### config.mk
export PLATFORM = sky130hd
export DESIGN_NAME = punctuation_text_normalizer
export DESIGN_NICKNAME = d
export VERILOG_FILES = /design/src/ptn_pkg.sv /design/src/punctuation_text_normalizer.sv
export SDC_FILE = /design/constraint.sdc
export NUM_CORES = 1
export LEC_CHECK = 0
export BUFFER_PORTS_ARGS = -buffer_cell sky130_fd_sc_hd__buf_4
export CORE_ASPECT_RATIO = 0.9
export CORE_MARGIN = 2
export CORE_UTILIZATION = 30
export CTS_CLUSTER_DIAMETER = 120
export DETAILED_ROUTE_END_ITERATION = 8
export PLACE_DENSITY = 0.47
export REMOVE_ABC_BUFFERS = 1
export SETUP_SLACK_MARGIN = 0.15
export SYNTH_ARGS = -nofsm -noshare
export SYNTH_HDL_FRONTEND = slang
export SYNTH_SLANG_ARGS = --single-unit
export TNS_END_PERCENT = 10
### constraint.sdc
create_clock -name i_clk -period 9.5 [get_ports i_clk]
set_input_delay 2.85 -clock i_clk [delete_from_list [all_inputs] [get_ports i_clk]]
set_output_delay 2.85 -clock i_clk [all_outputs]
set_load 0.1 [all_outputs]
### src/ptn_pkg.sv
// ----------------------------------------------------------------------------
// ptn_pkg: shared types and helpers for the punctuation text normalizer
// Beat structs for both channels, character codes and byte classification.
// ----------------------------------------------------------------------------
package ptn_pkg;

    localparam logic [7:0] CH_SPACE = 8'h20;
    localparam logic [7:0] CH_APOS  = 8'h27;
    localparam logic [7:0] CH_HYPH  = 8'h2D;
    localparam logic [7:0] CH_NONE  = 8'h00;

    typedef struct packed {
        logic [7:0] in_byte;
        logic       in_last;
    } t_in;

    typedef struct packed {
        logic [7:0] out_byte;
        logic       has_char;
        logic       end_of_sentence;
    } t_out;

    function automatic logic is_letter(input logic [7:0] c);
        return (c >= 8'h41 && c <= 8'h5A) || (c >= 8'h61 && c <= 8'h7A);
    endfunction

    function automatic logic is_alnum(input logic [7:0] c);
        return is_letter(c) || (c >= 8'h30 && c <= 8'h39);
    endfunction

    // Map byte c given its neighbors p (before) and n (after).
    function automatic logic [7:0] map_byte(input logic [7:0] p,
                                            input logic [7:0] c,
                                            input logic [7:0] n);
        logic [7:0] m;
        m = CH_SPACE;
        if (is_alnum(c)) begin
            m = c;
        end else if (c == CH_APOS && is_letter(p) && is_letter(n)) begin
            m = c;
        end else if (c == CH_HYPH && is_alnum(p) && is_alnum(n)) begin
            m = c;
        end
        return m;
    endfunction

endpackage

### src/punctuation_text_normalizer.sv
// ----------------------------------------------------------------------------
// punctuation_text_normalizer
// Cleans a byte stream sentence by sentence: keeps letters and digits, keeps
// inner apostrophes and hyphens, collapses and strips spaces.
// ----------------------------------------------------------------------------
// One input beat is accepted per cycle and its results are written the same
// cycle into a four-entry result queue that drives the output port, one
// result per cycle while i_out_ready is high. A beat yields zero to three
// results; input ready is high while the queue holds at most one result, so
// a beat that yields one result or none sustains one beat per cycle while
// results drain, and the output port sets the rate otherwise. A result is in
// the queue the cycle after its beat; since each byte waits for its successor,
// a character comes out with the beat that follows it, or with the last beat.
module punctuation_text_normalizer (
    input  logic           i_clk,
    input  logic           i_rst_n,
    input  logic           i_in_valid,
    output logic           o_in_ready,
    input  ptn_pkg::t_in   i_in,
    output logic           o_out_valid,
    input  logic           i_out_ready,
    output ptn_pkg::t_out  o_out
);

    localparam int QDEPTH = 4;

    // sentence state
    logic [7:0] r_prev_byte, n_prev_byte;
    logic [7:0] r_held_byte, n_held_byte;
    logic       r_held_valid, n_held_valid;
    logic       r_space_owed, n_space_owed;
    logic       r_word_seen, n_word_seen;

    // result queue, head at entry 0
    ptn_pkg::t_out r_q [QDEPTH];
    ptn_pkg::t_out n_q [QDEPTH];
    logic [2:0]    r_cnt, n_cnt;

    logic          accept, pop;
    ptn_pkg::t_out res [3];
    logic [2:0]    nres;

    assign o_in_ready  = (r_cnt <= 3'd1);
    assign o_out_valid = (r_cnt != 3'd0);
    assign o_out       = r_q[0];
    assign accept      = i_in_valid && o_in_ready;
    assign pop         = o_out_valid && i_out_ready;

    // classify the held byte against the new one, then the last byte
    always_comb begin
        logic [7:0] b;
        logic [7:0] m1;
        logic       c1, s1, c2, s2, owed1, word1, marker;
        logic [7:0] prev1;
        logic       cv [5];
        logic [7:0] cb [5];

        b     = i_in.in_byte;
        m1    = ptn_pkg::map_byte(r_prev_byte, r_held_byte, b);
        c1    = r_held_valid && (m1 != ptn_pkg::CH_SPACE);
        s1    = c1 && r_space_owed;
        owed1 = r_space_owed;
        word1 = r_word_seen;
        prev1 = r_prev_byte;
        if (r_held_valid) begin
            owed1 = c1 ? 1'b0 : (r_space_owed || r_word_seen);
            word1 = r_word_seen || c1;
            prev1 = r_held_byte;
        end
        // the byte after the last counts as none, so only alnum survives
        c2     = i_in.in_last && ptn_pkg::is_alnum(b);
        s2     = c2 && owed1;
        marker = i_in.in_last && !c1 && !c2;

        cv[0] = s1;     cb[0] = ptn_pkg::CH_SPACE;
        cv[1] = c1;     cb[1] = m1;
        cv[2] = s2;     cb[2] = ptn_pkg::CH_SPACE;
        cv[3] = c2;     cb[3] = b;
        cv[4] = marker; cb[4] = ptn_pkg::CH_NONE;

        nres = 3'd0;
        for (int i = 0; i < 3; i++) begin
            res[i] = '0;
        end
        for (int j = 0; j < 5; j++) begin
            if (cv[j] && nres != 3'd3) begin
                res[nres[1:0]].out_byte = cb[j];
                res[nres[1:0]].has_char = (j != 4);
                nres = nres + 3'd1;
            end
        end
        for (int i = 0; i < 3; i++) begin
            res[i].end_of_sentence = i_in.in_last && (nres == 3'(i + 1));
        end

        if (i_in.in_last) begin
            n_prev_byte  = ptn_pkg::CH_NONE;
            n_held_byte  = ptn_pkg::CH_NONE;
            n_held_valid = 1'b0;
            n_space_owed = 1'b0;
            n_word_seen  = 1'b0;
        end else begin
            n_prev_byte  = prev1;
            n_held_byte  = b;
            n_held_valid = 1'b1;
            n_space_owed = owed1;
            n_word_seen  = word1;
        end
    end

    // shift out on pop, append new results behind what remains
    always_comb begin
        logic [2:0] base;
        logic [2:0] k;
        logic [2:0] rel;

        base = r_cnt - {2'b00, pop};
        k    = accept ? nres : 3'd0;
        for (int i = 0; i < QDEPTH; i++) begin
            if (pop && i < QDEPTH - 1) begin
                n_q[i] = r_q[i + 1];
            end else begin
                n_q[i] = r_q[i];
            end
            rel = 3'(i) - base;
            if (3'(i) >= base && 3'(i) < base + k) begin
                n_q[i] = res[rel[1:0]];
            end
        end
        n_cnt = base + k;
    end

    always_ff @(posedge i_clk) begin
        for (int i = 0; i < QDEPTH; i++) begin
            r_q[i] <= n_q[i];
        end
        if (!i_rst_n) begin
            r_cnt        <= 3'd0;
            r_prev_byte  <= ptn_pkg::CH_NONE;
            r_held_byte  <= ptn_pkg::CH_NONE;
            r_held_valid <= 1'b0;
            r_space_owed <= 1'b0;
            r_word_seen  <= 1'b0;
        end else begin
            r_cnt <= n_cnt;
            if (accept) begin
                r_prev_byte  <= n_prev_byte;
                r_held_byte  <= n_held_byte;
                r_held_valid <= n_held_valid;
                r_space_owed <= n_space_owed;
                r_word_seen  <= n_word_seen;
            end
        end
    end

    a_cnt_bound: assert property (@(posedge i_clk) disable iff (!i_rst_n)
        r_cnt <= 3'(QDEPTH))
        else $error("result queue overflow");

    a_last_clears: assert property (@(posedge i_clk) disable iff (!i_rst_n)
        accept && i_in.in_last |=> !r_held_valid && !r_word_seen && !r_space_owed)
        else $error("sentence state not cleared after last beat");

    a_last_emits: assert property (@(posedge i_clk) disable iff (!i_rst_n)
        accept && i_in.in_last |=> o_out_valid)
        else $error("last beat produced no result");

    a_owed_needs_word: assert property (@(posedge i_clk) disable iff (!i_rst_n)
        r_space_owed |-> r_word_seen)
        else $error("space owed before any word");

    a_marker_form: assert property (@(posedge i_clk) disable iff (!i_rst_n)
        o_out_valid && !o_out.has_char |->
            o_out.out_byte == ptn_pkg::CH_NONE && o_out.end_of_sentence)
        else $error("malformed end marker");

endmodule

==> results.txt <==
Hold Crit Class: flip-flop to flip-flop
grt ovf: 0
TNS Setup: 0 ns
Worst VDD drop: 0.236 mV
Final ANT Viol Nets: 0
core area: 13,900 um^2
Reg2Reg Setup Slack: 2.71 ns
most frequent cell on the critical path: ha_1
Rows: 41
GPL Wtd Cong: 0.867
drt total wl: 11,900 um
TritonRoute pass-1 iters: 5
vias in the first global route: 3,350
endpoints failing setup: 0
# Max-Cap Violations: 0
Yosys cell types: 73
initial antenna violation count: 0
Worst-Margin Slew: 1.03 ns
Residual DRC: 0
worst setup margin: 0.594 ns
status: finished, final reports clean
Slew Limit Fails: 0
Setup Fix Bufs, Post-CTS: 0
clock network latency to the later pin of the worst-skew pair: 0.34 ns
initial DRC count: 284
first-pass GRT wire length: 18,900 um
Cell Pwr Density: 373 nW/um^2
H-tree lvl count: 3
worst-path fanout max: 11
P&R area growth vs syn: 16.0%
worst setup path end: r_q[0][7]
total CTS buffers: 9
FF+latch count, synth: 62
pin count of the biggest net entering global routing: 22
CTS Root Cell: clkbuf_16
fmax: 112 MHz
clock skew: 0.00875 ns
chip width: 129 um
P_leak: 0.00180 uW
Seq/Total Area, Yosys: 0.388
Nets: 502
synthesized instance count: 461
r2r endpoint: r_q[0][7]
TritonCTS clock tree: built
min Tclk post-route: 8.91 ns
final instance area: 4900 um^2
commonest non-fill, non-tap cell in the layout: nand2_1
most frequent cells in the layout: nand2_1, edfxtp_1, buf_4
Slew HR: 0.308
placed inst area: 4570 um^2
Via Count: 3,558
Initial Util: 0.304
Die ar.: 15,100 um^2
Via density: 5.29
Worst path slowest cell: o21ai_0
syn avg cell area: 9.17 um^2
share of cells above drive strength 1: 0.183
Crit Path Category: input port to flip-flop
Setup crit end kind: flip-flop
Synth Flop Type: edfxtp_1
routed len/inst: 17.7 um
# port buffers: 24
number of synthesis warnings: 0
Fin. Hold Viols: 0
Sink Count: 62
reg2reg start: r_held_byte[1]
CP Launch Type: input port
RSZ-0062 raised after global routing: no
CP peak stage delay: 0.44 ns
Max clock buf depth: 2
worst setup path start: i_in[3]
reg2reg path depth: 27
I/O pin total: 25
die height: 117 um
async set-or-reset flop fraction in the synthesized netlist: 0
n_diodes: 0
Post-Place Worst Slack: 0.213 ns
dpl hpwl: 8760 um
Worst EP arrival: 8.99 ns
fin crit share: 0.937
Critical Path RT: 9.58 ns
GRT Total Usage: 0.166
Mapped Area: 4230 um^2
Post-synth EDFFs: 40
clock slew at reported path FFs: 0.05 ns
## worst min path at each step
stage,startpoint,endpoint,slack [ns],depth (start not counted)
after floorplan,r_word_seen,r_word_seen,0.48,2
after global placement,r_q[3][9],r_q[2][9],0.50,1
after detailed placement,r_q[3][9],r_q[2][9],0.51,1
after CTS,r_q[3][9],r_q[2][9],0.52,1
after global routing,r_q[3][1],r_q[2][1],0.56,2
final,r_q[3][9],r_q[2][9],0.52,1
## cells in the mapped netlist (all sizes together), types with 2 or more instances
master    n  share of area
nor2     16          0.014
nor3b     2         0.0036
nor3      8         0.0095
o21ai    47          0.059
o22ai     5          0.010
a221oi    2         0.0041
a211o     4         0.0086
a22o      7          0.015
or4       2         0.0044
and3     11          0.016
o32ai     4          0.015
a21boi    2         0.0036
a31oi     7          0.010
and2     14          0.021
nand3    10          0.012
xor2      3         0.0062
a211oi    2         0.0047
a2bb2oi   3         0.0062
nand2    60          0.053
nand2b    5         0.0074
clkbuf   14          0.012
or2       3         0.0044
nand4     6         0.0089
mux2     13          0.035
nor4      4         0.0074
buf      15          0.021
edfxtp   40           0.28
a21oi    26          0.032
conb      2         0.0018
inv      20          0.018
a2111oi   2          0.013
nor2b    21          0.031
ha       13          0.038
xnor2     3          0.011
or3       2         0.0030
o31ai     6          0.014
a22oi     9          0.016
o21ba     2         0.0047
o32a      3         0.0071
dfxtp    22           0.10
mux2i     9          0.021
## stage by stage
stage	hold slack [ns]	total power (uW)	utilization	instances
3_5_place_dp	0.508	1480	0.329	657
3_3_place_gp	0.502	1470	0.329	657
4_1_cts	0.521	1850	0.352	673
5_1_grt	0.555	1940	0.353	673
6_report	0.519	1830	0.353	673
2_1_floorplan	0.477	1200	-	432
## power breakdown
group          switching (uW)  internal (uW)
combinational             665            287
sequential               40.5            473
clock                     131            230
## cell type report
cell class / instances / area (um^2)
fillers: 1409 / 9000
multi-input cells: 349 / 2380
flip-flops and latches: 62 / 1640
well taps: 193 / 241
repair buffers: 32 / 240
clock buffers: 9 / 225
clock inverters: 7 / 97.6
inverters: 21 / 78.8
## timing repair
action / in CTS / in global routing
endpoints found under the setup margin: 0 / 39
hold buffers: 0 / 0
gates resized for setup: 0 / 2
## worst max-delay path, delay by kind of cell
kind                       cells  cell delay, ns
AOI/OAI and AO/OA             10            2.21
adders and majority gates      5            1.31
and+or+nand+nor                8            1.45
buffers and inverters          4            0.73
xor gates and xnor gates       2            0.43
## metal layers
layer / vias to the layer above / global-route usage / routed length [um]
met3: 13 / 0.0421 / 530
met2: 90 / 0.259 / 5430
li1: 1723 / - / -
met1: 1732 / 0.230 / 5800
met5: - / 0 / 0
met4: 0 / 0.0399 / 138
## flip-flops by register name, summed over array words and instances (netlist names)
register	count
r_space_owed	1
r_prev_byte	8
r_cnt	3
r_held_valid	1
r_word_seen	1
r_held_byte	8
r_q	40
## kinds of logic after synthesis
group | count (synthesis) | share of synthesized area
fa+ha+maj | 14 | 0.0432
buf+inv | 50 | 0.0521
other cells | 2 | 0.00178
compound gates | 138 | 0.239
xor+xnor | 6 | 0.0169
simple gates | 167 | 0.203
mux | 22 | 0.0560
flops | 62 | 0.388
(Power assumes the default switching activity.)
